===== src/rtl/utf8v_pkg.sv =====
// Shared types, codes and constants for the UTF-8 text validator.
package utf8v_pkg;

  localparam int unsigned CountW = 21;
  localparam int unsigned ByteW = 8;
  localparam int unsigned VerdictW = 3;
  localparam int unsigned ApbDataW = 32;
  localparam int unsigned ApbAddrW = 3;

  localparam logic [CountW-1:0] MaxBytesReset = 21'd262144;

  localparam logic [VerdictW-1:0] V_OK = 3'd0;
  localparam logic [VerdictW-1:0] V_VALID = 3'd1;
  localparam logic [VerdictW-1:0] V_TOO_LARGE = 3'd2;
  localparam logic [VerdictW-1:0] V_INVALID = 3'd3;
  localparam logic [VerdictW-1:0] V_TRUNCATED = 3'd4;

  localparam logic [1:0] ERR_NONE = 2'd0;
  localparam logic [1:0] ERR_SIZE = 2'd1;
  localparam logic [1:0] ERR_ENC = 2'd2;

  localparam logic [ByteW-1:0] ContLow = 8'h80;
  localparam logic [ByteW-1:0] ContHigh = 8'hbf;

  localparam logic [ApbAddrW-1:0] REG_MAX_BYTES = 3'd0;

  typedef struct packed {
    logic [1:0]        pend;
    logic [ByteW-1:0]  low_bound;
    logic [ByteW-1:0]  high_bound;
    logic [CountW-1:0] count;
    logic [1:0]        err;
  } dec_state_t;

  localparam dec_state_t StateReset = '{
    pend: 2'd0,
    low_bound: ContLow,
    high_bound: ContHigh,
    count: '0,
    err: ERR_NONE
  };

endpackage


===== src/rtl/utf8_text_validator.sv =====
// Top level of the strict UTF-8 text validator: state, result register and register block.
// The verdict for a byte is registered and appears in the cycle after its beat is taken.
// Throughput: a byte per cycle if not stalled; the decode state register closes the only loop.
// A beat is taken whenever the result register is empty or its beat is taken in the same cycle.
// Reset (synchronous, active low) clears the decode state and the result valid flag and
// sets the size limit to 262144 bytes.
module utf8_text_validator (
  input  logic                                clk,
  input  logic                                rst_n,
  input  logic                                in_valid,
  output logic                                in_stall,
  input  logic [utf8v_pkg::ByteW-1:0]         in_data_byte,
  input  logic                                in_last_byte,
  output logic                                out_valid,
  input  logic                                out_stall,
  output logic [utf8v_pkg::VerdictW-1:0]      out_verdict,
  output logic                                out_final_flag,
  input  logic                                psel,
  input  logic                                penable,
  input  logic                                pwrite,
  input  logic [utf8v_pkg::ApbAddrW-1:0]      paddr,
  input  logic [utf8v_pkg::ApbDataW-1:0]      pwdata,
  output logic [utf8v_pkg::ApbDataW-1:0]      prdata,
  output logic                                pready
);

  utf8v_pkg::dec_state_t              st_r;
  utf8v_pkg::dec_state_t              st_nxt;
  logic [utf8v_pkg::CountW-1:0]       max_bytes;
  logic [utf8v_pkg::VerdictW-1:0]     verdict_nxt;
  logic [utf8v_pkg::VerdictW-1:0]     verdict_r;
  logic                               final_r;
  logic                               out_valid_r;
  logic                               in_acc;

  utf8v_cfg u_cfg (
    .clk       (clk),
    .rst_n     (rst_n),
    .psel      (psel),
    .penable   (penable),
    .pwrite    (pwrite),
    .paddr     (paddr),
    .pwdata    (pwdata),
    .prdata    (prdata),
    .pready    (pready),
    .max_bytes (max_bytes)
  );

  utf8v_step u_step (
    .st        (st_r),
    .max_bytes (max_bytes),
    .data_byte (in_data_byte),
    .last_byte (in_last_byte),
    .st_nxt    (st_nxt),
    .verdict   (verdict_nxt)
  );

  assign in_stall = out_valid_r && out_stall;
  assign in_acc = in_valid && !in_stall;
  assign out_valid = out_valid_r;
  assign out_verdict = verdict_r;
  assign out_final_flag = final_r;

  always_ff @(posedge clk) begin
    if (!rst_n) begin
      st_r <= utf8v_pkg::StateReset;
      out_valid_r <= 1'b0;
    end else begin
      if (in_acc) begin
        st_r <= st_nxt;
        out_valid_r <= 1'b1;
      end else if (!out_stall) begin
        out_valid_r <= 1'b0;
      end
    end
  end

  always_ff @(posedge clk) begin
    if (in_acc) begin
      verdict_r <= verdict_nxt;
      final_r <= in_last_byte;
    end
  end

  a_last_clears: assert property (@(posedge clk) disable iff (!rst_n)
    (in_acc && in_last_byte) |=> (st_r.count == '0 && st_r.pend == 2'd0
                                  && st_r.err == utf8v_pkg::ERR_NONE))
    else $error("State not cleared after the final beat of a payload.");

  a_acc_gives_result: assert property (@(posedge clk) disable iff (!rst_n)
    in_acc |=> (out_valid && out_final_flag == $past(in_last_byte)))
    else $error("Accepted beat did not produce a result.");

  a_end_verdicts: assert property (@(posedge clk) disable iff (!rst_n)
    (out_valid && (out_verdict == utf8v_pkg::V_VALID
                   || out_verdict == utf8v_pkg::V_TRUNCATED)) |-> out_final_flag)
    else $error("Completion verdict on a beat that does not end the payload.");

  a_count_bounded: assert property (@(posedge clk) disable iff (!rst_n)
    (in_acc && st_r.err == utf8v_pkg::ERR_NONE && st_r.count >= max_bytes)
      |-> (verdict_nxt == utf8v_pkg::V_TOO_LARGE))
    else $error("Byte beyond the size limit not reported as too large.");

endmodule


===== src/rtl/utf8v_cfg.sv =====
// APB-style register block holding the payload size limit.
module utf8v_cfg (
  input  logic                                clk,
  input  logic                                rst_n,
  input  logic                                psel,
  input  logic                                penable,
  input  logic                                pwrite,
  input  logic [utf8v_pkg::ApbAddrW-1:0]      paddr,
  input  logic [utf8v_pkg::ApbDataW-1:0]      pwdata,
  output logic [utf8v_pkg::ApbDataW-1:0]      prdata,
  output logic                                pready,
  output logic [utf8v_pkg::CountW-1:0]        max_bytes
);

  logic [utf8v_pkg::CountW-1:0] max_bytes_r;
  logic                         wr_en;
  logic                         sel_max;

  assign sel_max = (paddr[utf8v_pkg::ApbAddrW-1]
                    == utf8v_pkg::REG_MAX_BYTES[utf8v_pkg::ApbAddrW-1]);
  assign wr_en = psel && penable && pwrite && sel_max;
  assign pready = 1'b1;
  assign max_bytes = max_bytes_r;

  always_comb begin
    prdata = '0;
    if (sel_max) begin
      prdata = {{(utf8v_pkg::ApbDataW - utf8v_pkg::CountW){1'b0}}, max_bytes_r};
    end
  end

  always_ff @(posedge clk) begin
    if (!rst_n) begin
      max_bytes_r <= utf8v_pkg::MaxBytesReset;
    end else if (wr_en) begin
      max_bytes_r <= pwdata[utf8v_pkg::CountW-1:0];
    end
  end

endmodule


===== src/rtl/utf8v_step.sv =====
// Next-state and verdict logic for one payload byte.
module utf8v_step (
  input  utf8v_pkg::dec_state_t               st,
  input  logic [utf8v_pkg::CountW-1:0]        max_bytes,
  input  logic [utf8v_pkg::ByteW-1:0]         data_byte,
  input  logic                                last_byte,
  output utf8v_pkg::dec_state_t               st_nxt,
  output logic [utf8v_pkg::VerdictW-1:0]      verdict
);

  utf8v_pkg::dec_state_t dec;
  logic                  byte_ok;

  // Decoding of the byte against the pending sequence; the size limit and any earlier error are not yet applied.
  always_comb begin
    dec = st;
    byte_ok = 1'b0;
    dec.count = st.count + 1'b1;
    if (st.pend != 2'd0) begin
      byte_ok = (data_byte >= st.low_bound) && (data_byte <= st.high_bound);
      if (byte_ok) begin
        dec.pend = st.pend - 1'b1;
        dec.low_bound = utf8v_pkg::ContLow;
        dec.high_bound = utf8v_pkg::ContHigh;
      end
    end else if (data_byte < 8'h80) begin
      byte_ok = !(((data_byte < 8'h20) && (data_byte != 8'h09) && (data_byte != 8'h0a))
                  || (data_byte == 8'h7f));
    end else if ((data_byte >= 8'hc2) && (data_byte <= 8'hdf)) begin
      byte_ok = 1'b1;
      dec.pend = 2'd1;
      dec.low_bound = utf8v_pkg::ContLow;
      dec.high_bound = utf8v_pkg::ContHigh;
    end else if ((data_byte >= 8'he0) && (data_byte <= 8'hef)) begin
      byte_ok = 1'b1;
      dec.pend = 2'd2;
      dec.low_bound = (data_byte == 8'he0) ? 8'ha0 : utf8v_pkg::ContLow;
      dec.high_bound = (data_byte == 8'hed) ? 8'h9f : utf8v_pkg::ContHigh;
    end else if ((data_byte >= 8'hf0) && (data_byte <= 8'hf4)) begin
      byte_ok = 1'b1;
      dec.pend = 2'd3;
      dec.low_bound = (data_byte == 8'hf0) ? 8'h90 : utf8v_pkg::ContLow;
      dec.high_bound = (data_byte == 8'hf4) ? 8'h8f : utf8v_pkg::ContHigh;
    end
    if (!byte_ok) begin
      dec.err = utf8v_pkg::ERR_ENC;
    end
  end

  always_comb begin
    utf8v_pkg::dec_state_t upd;
    upd = st;
    if (st.err == utf8v_pkg::ERR_NONE) begin
      if (st.count >= max_bytes) begin
        upd.err = utf8v_pkg::ERR_SIZE;
      end else begin
        upd = dec;
      end
    end

    priority if (upd.err == utf8v_pkg::ERR_SIZE) begin
      verdict = utf8v_pkg::V_TOO_LARGE;
    end else if (upd.err != utf8v_pkg::ERR_NONE) begin
      verdict = utf8v_pkg::V_INVALID;
    end else if (last_byte) begin
      verdict = (upd.pend != 2'd0) ? utf8v_pkg::V_TRUNCATED : utf8v_pkg::V_VALID;
    end else begin
      verdict = utf8v_pkg::V_OK;
    end

    st_nxt = last_byte ? utf8v_pkg::StateReset : upd;
  end

endmodule


===== config.mk =====
export PLATFORM = sky130hd
export DESIGN_NAME = utf8_text_validator
export DESIGN_NICKNAME = d
export VERILOG_FILES = /design/src/rtl/utf8v_pkg.sv /design/src/rtl/utf8_text_validator.sv /design/src/rtl/utf8v_cfg.sv /design/src/rtl/utf8v_step.sv
export SDC_FILE = /design/constraint.sdc
export NUM_CORES = 1
export LEC_CHECK = 0
export BUFFER_PORTS_ARGS = -buffer_cell sky130_fd_sc_hd__buf_2
export CAP_MARGIN = 15
export CORE_MARGIN = 3
export CORE_UTILIZATION = 57
export CTS_CLUSTER_DIAMETER = 40
export CTS_CLUSTER_SIZE = 14
export DETAILED_ROUTE_END_ITERATION = 12
export MAX_ROUTING_LAYER = met4
export PLACE_DENSITY = 0.81
export SLEW_MARGIN = 20
export SYNTH_ARGS = -nofsm -noshare
export SYNTH_HDL_FRONTEND = slang
export SYNTH_HIERARCHICAL = 1
export SYNTH_SLANG_ARGS = --single-unit
export TNS_END_PERCENT = 20

===== constraint.sdc =====
create_clock -name clk -period 3.5 [get_ports clk]
set_clock_uncertainty 0.1 [all_clocks]
set_input_delay 0.525 -clock clk [delete_from_list [all_inputs] [get_ports clk]]
set_output_delay 0.525 -clock clk [all_outputs]
set_load 0.1 [all_outputs]

==> reports/results.md, run 1 <==
Outcome
• finished clean — outcome

Job
• 0 — Max-Cap Viols

Clock tree
• sky130_fd_sc_hd__clkbuf_8 — root buffer cell
• 3 — H-tree depth reported by CTS
• 0 — Setup Buffers After CTS
• 9 — Num CTS Buffers
• 67 — Num Clock Sinks
• 0 — cts hold-fix bufs
• 0.08 ns — clock-pin slew on the worst setup and hold paths
• done — TritonCTS clock tree
• 0.35 ns — clock latency of the later-clocked register in the worst-skew pair
• 2 — clk buf depth

Synth
• 8.03 um^2 — average cell area after synthesis
• 6 — Yosys warning count
• 0.00488 mm^2 — mapped cell area
• sky130_fd_sc_hd__dfxtp_1 — commonest register cell after synthesis
• 0% — share of synthesized flip-flops with an asynchronous set or reset
• sky130_fd_sc_hd__dfxtp_1, sky130_fd_sc_hd__mux2i_1, sky130_fd_sc_hd__nand2_1 — top post-synthesis cells by area
• 67 — number of synthesized register bits
• 28.3% — fraction of the yosys area taken by sequential cells
• 55 — distinct cell type count after synthesis
• 608 — Post-Synthesis Cells
• 25.8% — fraction of post-synthesis cell area in the top cell type by area
• 4 — number of flops mapped to enable cells by yosys
• sky130_fd_sc_hd__dfxtp_1 — Synth area leader

Route
• 5.40 — detail-routed via count per cell
• 238 — DRC violation total after the first TritonRoute iteration
• 0 — post-detailed-route count of antenna-violating nets
• 13.4 um — routed length per placed instance
• 4131 — vias
• 0 — Post-route DRC
• 5 — DR pass1 iterations
• 10200 um — total wirelength of the detailed-routed design

STA
• 95.5% — final period utilization
• true — RSZ-0062 raised after global routing
• 3.34 ns — Final Critical Period
• 0 ns — final sum of negative setup slack
• 0 — Max Transition Viols Final
• 0.811 ns — transition time at the pin with the least slew margin
• 0 — number of hold-slack violations in the final timing report
• 0 — count of final setup violators
• 45.9% — Worst slew margin
• 299 MHz — maximum clock frequency
• 0.159 ns — setup slack after layout

Die
• 0.00826 mm^2 — core box area
• 90 — num ports
• 98.6 um — die width
• 33 — row count
• 59.1% — Initial Util
• 98.6 um — Die Span Y
• 0.00971 mm^2 — die area

Placement
• 0.852 — Placer Congestion
• 7130 um — placed wire-length estimate
• 64 — IO buf count
• 0.196 ns — pre-CTS worst setup slack

Global routing
• 0 — initial antenna violation count
• 126 — pin count of the biggest net entering global routing
• 21.5% — global-route usage over all layers
• 17000 um — first-pass GRT wire length
• 3894 — vias in the first global route
• 0 — Congestion Overflow GR

Final layout
• 745 — number of nets in the finished design
• 7.81% — layout overhead on the synthesized area
• 14.4% — fraction of layout cells with a size suffix above 1
• sky130_fd_sc_hd__nand2_1 — leading cell type in the layout, fill and taps excluded
• 63.8% — Post-Route Utilization
• 0 — antenna diode count
• sky130_fd_sc_hd__nand2_1, sky130_fd_sc_hd__mux2i_1, sky130_fd_sc_hd__buf_2, sky130_fd_sc_hd__dfxtp_1 — most used cells in the layout excluding fill and tap cells

Setup path
• u_cfg/max_bytes[4] — worst setup path start
• 3.51 ns — arrival time of the worst setup path
• register — launching element type of the critical path
• 12 — highest net fanout along the worst path
• inv_1 > ha_1 > nor4_1 > o21ai_1 > a311o_1 > a311oi_4 > nand4_2 > or3_1 > a21oi_1 > nand2_1 > mux2i_1 — Critical Path, Cell by Cell
• reg2reg — crit path kind
• u_cfg/max_bytes[4] — RR Startpoint
• 3.67 ns — Req. time, crit path
• 0.47 ns — longest individual stage delay on the worst path
• register — critical path capture point type
• sky130_fd_sc_hd__a311oi_4 — critical path's slowest cell

Worst hold path
• in_valid — hold wc startpoint
• in2reg — worst min path class

Power
• 0.180 mV — Peak VDD IR
• 2.28 nW — total leakage power
• 321 mW/mm^2 — power per cell area

[cell usage after synthesis, drive strengths merged (3+ instances only)]
cell type,count
a311oi,3
nor2b,45
nor2,31
and2,9
xor2,11
nand2,133
o21a,4
a21oi,21
dfxtp,63
buf,32
and3,7
edfxtp,4
o21ai,9
mux2i,65
nand4,9
ha,39
xnor2,6
clkbuf,12
nor3,11
or3,4
nor4,4
inv,45
nand3,10
[per-layer routing]
layer  vias up  GRT usage, %  wire length, um
met3        13          3.33              418
met1      1919          25.6             4700
met5         -             -                0
li1       2097             -                -
met4         0          8.19              129
met2       102          36.5             4980
[per-stage QoR]
step           total power [mW]  hold WS [ns]  std cells  instance area (um^2)
2_1_floorplan              1.11         0.343        618                  4920
3_3_place_gp               1.15         0.352        749                  5100
3_5_place_dp               1.16         0.363        749                  5100
4_1_cts                    1.71         0.298        765                  5260
5_1_grt                    1.77         0.314        765                  5270
6_report                   1.69         0.313        765                  5270
[state kept, by name (all words and copies together) (netlist names)]
signal	cells
out_verdict	3
st_r	41
u_cfg/max_bytes	21
out_valid	1
out_final_flag	1
[area by class of cell]
class	instances	area [um^2]
timing repair buffer	70	372
clock inverter	6	32.5
fill	699	2990
sequential	67	1380
tap	105	131
inverter	45	169
clock buffer	10	128
multi-input combinational	462	3050
[power breakdown]
group          switching (mW)  leakage [nW]  total [mW]  internal, mW
Clock                   0.298        0.0856       0.549         0.251
Sequential            0.00893         0.548       0.793         0.785
Combinational           0.254          1.64       0.348        0.0939
Total                   0.561          2.28        1.69          1.13
[final timing paths]
check	slack, ns	endpoint	cells after the start
worst min register to register	0.37	u_cfg/max_bytes[12]	2
worst max register to register	0.16	st_r[21]	11
worst max-delay path	0.16	st_r[21]	11
worst min-delay path	0.31	out_valid	2
[cell families after synthesis]
logic type | after synthesis | synth area share [%]
compound gates | 58 | 8.40
xor+xnor | 17 | 3.05
fa+ha+maj | 39 | 9.99
buf+inv | 89 | 10.1
flops | 67 | 28.3
mux | 65 | 13.3
other cells | 2 | 0.154
simple gates | 271 | 26.6
[timing repair]
item / 4_1_cts / 5_1_grt
gates resized for setup: 0 / 0
endpoints found under the hold margin: 0 / 0
endpoints found under the setup margin: 0 / 4
[critical path, delay by kind of cell (launching register included)]
family	cells	cell delay [ns]
flops	1	0.36
fa+ha+maj	1	0.23
buf+inv	1	0.05
mux	1	0.14
simple gates	4	1.22
compound gates	4	1.16
Power figures use the tool's default switching activity.
==> run 2: changes to the inputs <==
Settings changed: CORE_UTILIZATION 57 to 62, PLACE_DENSITY 0.81 to 0.88.
Clock period 3.5 ns to 4.1 ns, I/O delays scaled along.
==> run 2 against run 1 <==
Effect of this change:
- wire length rose by 4.3%
- clock power rose by 37%
- global-route usage rose by 4.0 points
- critical endpoint unchanged
- largest cell class unchanged
==> reports/results.md, run 2 (synthesized netlist as in run 1, its figures left out) <==
Route
• 6 — DR pass1 iterations
• 4238 — vias
• 0 — post-detailed-route count of antenna-violating nets
• 10700 um — total wirelength of the detailed-routed design
• 0 — Post-route DRC
• 5.60 — detail-routed via count per cell
• 14.1 um — routed length per placed instance
• 260 — DRC violation total after the first TritonRoute iteration

Clock tree
• 0 — cts hold-fix bufs
• 0.08 ns — clock-pin slew on the worst setup and hold paths
• 0 — number of cells upsized or downsized after cts
• done — TritonCTS clock tree
• sky130_fd_sc_hd__clkbuf_8 — root buffer cell
• 0.35 ns — clock latency of the later-clocked register in the worst-skew pair
• 9 — Num CTS Buffers
• 67 — Num Clock Sinks
• 0 — Setup Buffers After CTS
• 2 — clk buf depth
• 3 — H-tree depth reported by CTS

Final layout
• sky130_fd_sc_hd__nand2_1 — leading cell type in the layout, fill and taps excluded
• 743 — number of nets in the finished design
• st_r — most flop-heavy register
• 0 — antenna diode count
• sky130_fd_sc_hd__nand2_1, sky130_fd_sc_hd__mux2i_1, sky130_fd_sc_hd__buf_2, sky130_fd_sc_hd__dfxtp_1 — most used cells in the layout excluding fill and tap cells
• 757 — number of standard cells in the layout, taps in and fillers out
• 14.4% — fraction of layout cells with a size suffix above 1
• 41 — flip-flop count of the largest register after layout
• 9.68% — layout overhead on the synthesized area

Die
• 0.00745 mm^2 — core box area
• 90 — num ports
• 31 — row count
• 94.8 um — Die Span Y
• 65.6% — Initial Util
• 94.8 um — die width
• 0.00898 mm^2 — die area

Placement
• 741 — DP Cell Count
• 7230 um — placed wire-length estimate
• 0.887 — Placer Congestion
• 64 — IO buf count

Power
• 0.496 mW — net load switching power
• 1.23 mW — internal power
• 43.6% — clock network fraction of design power
• 2.32 nW — total leakage power
• 39.2% — share of total power in sequential cells
• 17.2% — power share of the combinational group
• 323 mW/mm^2 — power per cell area
• 28.7% — switching part of the total power
• 0.188 mV — Peak VDD IR

Setup path
• 10 — number of cells traversed by the worst register-to-register path
• register — critical path capture point type
• reg2reg — crit path kind
• 4.27 ns — Req. time, crit path
• 12 — highest net fanout along the worst path
• register — launching element type of the critical path
• 3.79 ns — arrival time of the worst setup path

STA
• 0 — count of final setup violators
• 3.61 ns — Final Critical Period
• 48.1% — Worst slew margin
• 0 — number of hold-slack violations in the final timing report
• false — RSZ-0062 raised after global routing
• 0 ns — final sum of negative setup slack
• 0 — Max Transition Viols Final
• 277 MHz — maximum clock frequency
• 88.1% — final period utilization
• 0.778 ns — transition time at the pin with the least slew margin
• 0.368 ns — Min Hold Slack

Global routing
• 0 — initial antenna violation count
• 4018 — vias in the first global route
• 17900 um — first-pass GRT wire length
• 0 — Congestion Overflow GR
• 126 — pin count of the biggest net entering global routing
• 25.4% — global-route usage over all layers

Worst hold path
• 2 — Hold Path Cell Cnt
• reg2reg — worst min path class

Outcome
• finished clean — outcome

Job
• 0 — Max-Cap Viols

run 2: power by group through the flow:
stage / combinational, mW / sequential [mW] / clock, mW
after floorplan: 0.226 / 0.723 / 0
after global placement: 0.288 / 0.692 / 0
after detailed placement: 0.294 / 0.693 / 0
after CTS: 0.295 / 0.678 / 0.758
after global routing: 0.319 / 0.679 / 0.791
final: 0.298 / 0.678 / 0.753
run 2: final timing paths:
| path | start | to | slack [ns] |
|---|---|---|---|
| setup / recovery | st_r[9] | st_r[21] | 0.49 |
| hold / removal | u_cfg/max_bytes[1] | u_cfg/max_bytes[1] | 0.37 |
| setup reg to reg | st_r[9] | st_r[21] | 0.49 |
| hold reg to reg | u_cfg/max_bytes[1] | u_cfg/max_bytes[1] | 0.37 |
run 2: final cells by class:
class,instances,area [um^2]
Multi-Input combinational cell,462,3050
Fill cell,575,2090
Sequential cell,67,1380
Timing Repair Buffer,68,357
Inverter,45,169
Clock buffer,10,138
Clock inverter,6,135
Tap cell,99,124
run 2: metrics by stage:
stage / power [mW] / util, % / cell area, um^2 / worst slack, ns
global placement: 0.980 / 68.2 / 5080 / 0.772
floorplan: 0.949 / - / 4920 / 1.15
detailed placement: 0.987 / 68.2 / 5080 / 0.649
global route: 1.79 / 71.9 / 5360 / 0.192
CTS: 1.73 / 71.9 / 5350 / 0.523
finish: 1.73 / 71.9 / 5360 / 0.488
run 2: routing by layer:
layer	GRT usage, %	share of wire [%]
met4	10.6	2.0
met3	3.59	4.8
met1	31.3	44
met5	-	0
met2	41.9	50
run 2: critical path: stages (launching register included):
cell and delay [ns]:
sky130_fd_sc_hd__dfxtp_1 0.50, sky130_fd_sc_hd__ha_1 0.33, sky130_fd_sc_hd__a21oi_1 0.15, sky130_fd_sc_hd__a21boi_0 0.12
sky130_fd_sc_hd__a311o_1 0.38, sky130_fd_sc_hd__a311oi_4 0.59, sky130_fd_sc_hd__nand4_2 0.49, sky130_fd_sc_hd__or3_1 0.49
sky130_fd_sc_hd__a21oi_1 0.14, sky130_fd_sc_hd__nand2_1 0.07, sky130_fd_sc_hd__mux2i_1 0.18
==> run 3: changes to the inputs <==
Settings changed: CORE_UTILIZATION 62 to 63, CTS_BUF_LIST set to sky130_fd_sc_hd__clkbuf_4 sky130_fd_sc_hd__clkbuf_8, PLACE_DENSITY 0.88 to 0.89.
==> run 3 against run 2 <==
Effect of this change:
- die area is 1.5% lower
- global-route usage is 0.12 points higher
- worst hold slack better by 0.0068 ns
- total power is 6.9% lower
- sequential cell count stayed put
- non-clock buffer count is 1 lower
- utilization hardly changed
- first-iteration DRC count is 8.5% lower
- critical path type unchanged
- largest cell class unchanged
- largest power group is now sequential cells
- highest routed layer unchanged
==> reports/results.md, run 3 (synthesized netlist as in run 1, its figures left out) <==
STA
• 0 — Max Transition Viols Final
• 85.3% — final period utilization
• 0 — count of final setup violators
• false — RSZ-0062 raised after global routing
• 0 ns — final sum of negative setup slack
• 26.4% — Worst slew margin
• 286 MHz — maximum clock frequency
• 0 — number of hold-slack violations in the final timing report
• 0.375 ns — Min Hold Slack
• 1.10 ns — transition time at the pin with the least slew margin
• 3.50 ns — Final Critical Period

Route
• 4 — DR pass1 iterations
• 0 — post-detailed-route count of antenna-violating nets
• 10600 um — total wirelength of the detailed-routed design
• 238 — DRC violation total after the first TritonRoute iteration
• 4176 — vias
• 0 — Post-route DRC
• 5.52 — detail-routed via count per cell
• 14.0 um — routed length per placed instance

Clock tree
• sky130_fd_sc_hd__clkbuf_8 — root buffer cell
• 3 — H-tree depth reported by CTS
• 2 — clk buf depth
• 0.35 ns — clock latency of the later-clocked register in the worst-skew pair
• 0.07 ns — clock-pin slew on the worst setup and hold paths
• 0 — cts hold-fix bufs
• 0 — Setup Buffers After CTS
• done — TritonCTS clock tree
• 9 — Num CTS Buffers
• 0 — number of cells upsized or downsized after cts
• 67 — Num Clock Sinks

Setup path
• st_r[7] — endpoint of the worst-slack reg-to-reg timing path
• st_r[9] — worst setup path start
• register — critical path capture point type
• reg2reg — crit path kind
• 11 — number of cells traversed by the worst register-to-register path
• register — launching element type of the critical path
• st_r[9] — RR Startpoint
• st_r[7] — worst setup path endpoint
• 3.68 ns — arrival time of the worst setup path
• 4.28 ns — Req. time, crit path
• 0.60 ns — flop-to-flop setup slack
• 18 — highest net fanout along the worst path

Power
• 42.1% — share of total power in sequential cells
• 39.4% — clock network fraction of design power
• 1.11 mW — internal power
• 0.175 mV — Peak VDD IR
• 304 mW/mm^2 — power per cell area
• 31.2% — switching part of the total power
• 18.5% — power share of the combinational group
• 2.28 nW — total leakage power
• 0.502 mW — net load switching power

Die
• 94.0 um — Die Span Y
• 66.3% — Initial Util
• 94.0 um — die width
• 0.00737 mm^2 — core box area
• 90 — num ports
• 0.00884 mm^2 — die area
• 31 — row count

Job
• 0 — Max-Cap Viols

Final layout
• 8.51% — layout overhead on the synthesized area
• 0 — antenna diode count
• sky130_fd_sc_hd__nand2_1, sky130_fd_sc_hd__mux2i_1, sky130_fd_sc_hd__buf_2, sky130_fd_sc_hd__dfxtp_1 — most used cells in the layout excluding fill and tap cells
• 41 — flip-flop count of the largest register after layout
• 14.3% — fraction of layout cells with a size suffix above 1
• 742 — number of nets in the finished design
• st_r — most flop-heavy register
• sky130_fd_sc_hd__nand2_1 — leading cell type in the layout, fill and taps excluded

Worst hold path
• reg2reg — worst min path class

Global routing
• 25.6% — global-route usage over all layers
• 17700 um — first-pass GRT wire length
• 0 — Congestion Overflow GR
• 0 — initial antenna violation count
• 4008 — vias in the first global route
• 126 — pin count of the biggest net entering global routing

Placement
• 64 — IO buf count
• 7050 um — placed wire-length estimate
• 0.897 — Placer Congestion

Outcome
• finished clean — outcome

## run 3: changes by cell type in the layout (fill, tap and decap cells not counted)
cell                         previous run  this run
sky130_fd_sc_hd__bufinv_16              4         2
sky130_fd_sc_hd__clkinvlp_4             0         2
sky130_fd_sc_hd__buf_6                  1         0
sky130_fd_sc_hd__clkinv_2               0         1
sky130_fd_sc_hd__inv_4                  1         0
## run 3: power by group through the flow
stage / registers, mW / logic (mW) / clock network (mW)
final: 0.678 / 0.298 / 0.634
after global routing: 0.679 / 0.318 / 0.671
after CTS: 0.678 / 0.295 / 0.644
after detailed placement: 0.693 / 0.293 / 0
after global placement: 0.692 / 0.287 / 0
after floorplan: 0.723 / 0.226 / 0
## run 3: worst min path at each step
| stage | startpoint | endpoint | slack, ns | cells past startpoint |
|---|---|---|---|---|
| 2_1_floorplan | st_r[29] | st_r[29] | 0.34 | 2 |
| 3_3_place_gp | st_r[34] | st_r[34] | 0.35 | 2 |
| 3_5_place_dp | st_r[32] | st_r[32] | 0.36 | 2 |
| 4_1_cts | st_r[32] | st_r[32] | 0.38 | 2 |
| 5_1_grt | u_cfg/max_bytes[4] | u_cfg/max_bytes[4] | 0.39 | 2 |
| 6_report | st_r[32] | st_r[32] | 0.37 | 2 |
## run 3: cell type report
type	count	area, um^2
timing repair buffer	67	345
clock buffer	10	138
clock inverter	6	88.8
inverter	45	169
tap	99	124
fill	549	2070
multi-input combinational	462	3050
sequential	67	1380
## run 3: critical path, stage by stage, from the launching register on
cell                       delay (ns)
sky130_fd_sc_hd__dfxtp_1         0.50
sky130_fd_sc_hd__ha_1            0.33
sky130_fd_sc_hd__a21oi_1         0.18
sky130_fd_sc_hd__a21boi_0        0.13
sky130_fd_sc_hd__a311o_1         0.39
sky130_fd_sc_hd__a311oi_4        0.27
sky130_fd_sc_hd__buf_4           0.27
sky130_fd_sc_hd__nand4_2         0.37
sky130_fd_sc_hd__or3_1           0.47
sky130_fd_sc_hd__a21oi_1         0.18
sky130_fd_sc_hd__nand2_1         0.07
sky130_fd_sc_hd__mux2i_1         0.16
## run 3: stage by stage
step / total power, mW / worst slack (ns) / utilization (%) / instance area, um^2 / cells
after global placement: 0.979 / 0.848 / 68.8 / 5070 / 740
after floorplan: 0.949 / 1.15 / - / 4920 / 618
after global routing: 1.67 / 0.371 / 71.9 / 5300 / 756
after CTS: 1.62 / 0.675 / 71.9 / 5300 / 756
final: 1.61 / 0.604 / 71.9 / 5300 / 756
after detailed placement: 0.986 / 0.687 / 68.8 / 5070 / 740
## run 3: layer usage
| metal | vias to the layer above | GRT usage (%) | part of all wire (%) |
|---|---|---|---|
| met4 | 0 | 11.3 | 2.1 |
| met1 | 1942 | 30.4 | 43 |
| met2 | 121 | 42.7 | 50 |
| met3 | 24 | 4.01 | 4.5 |
| li1 | 2089 | - | - |
| met5 | - | - | 0 |
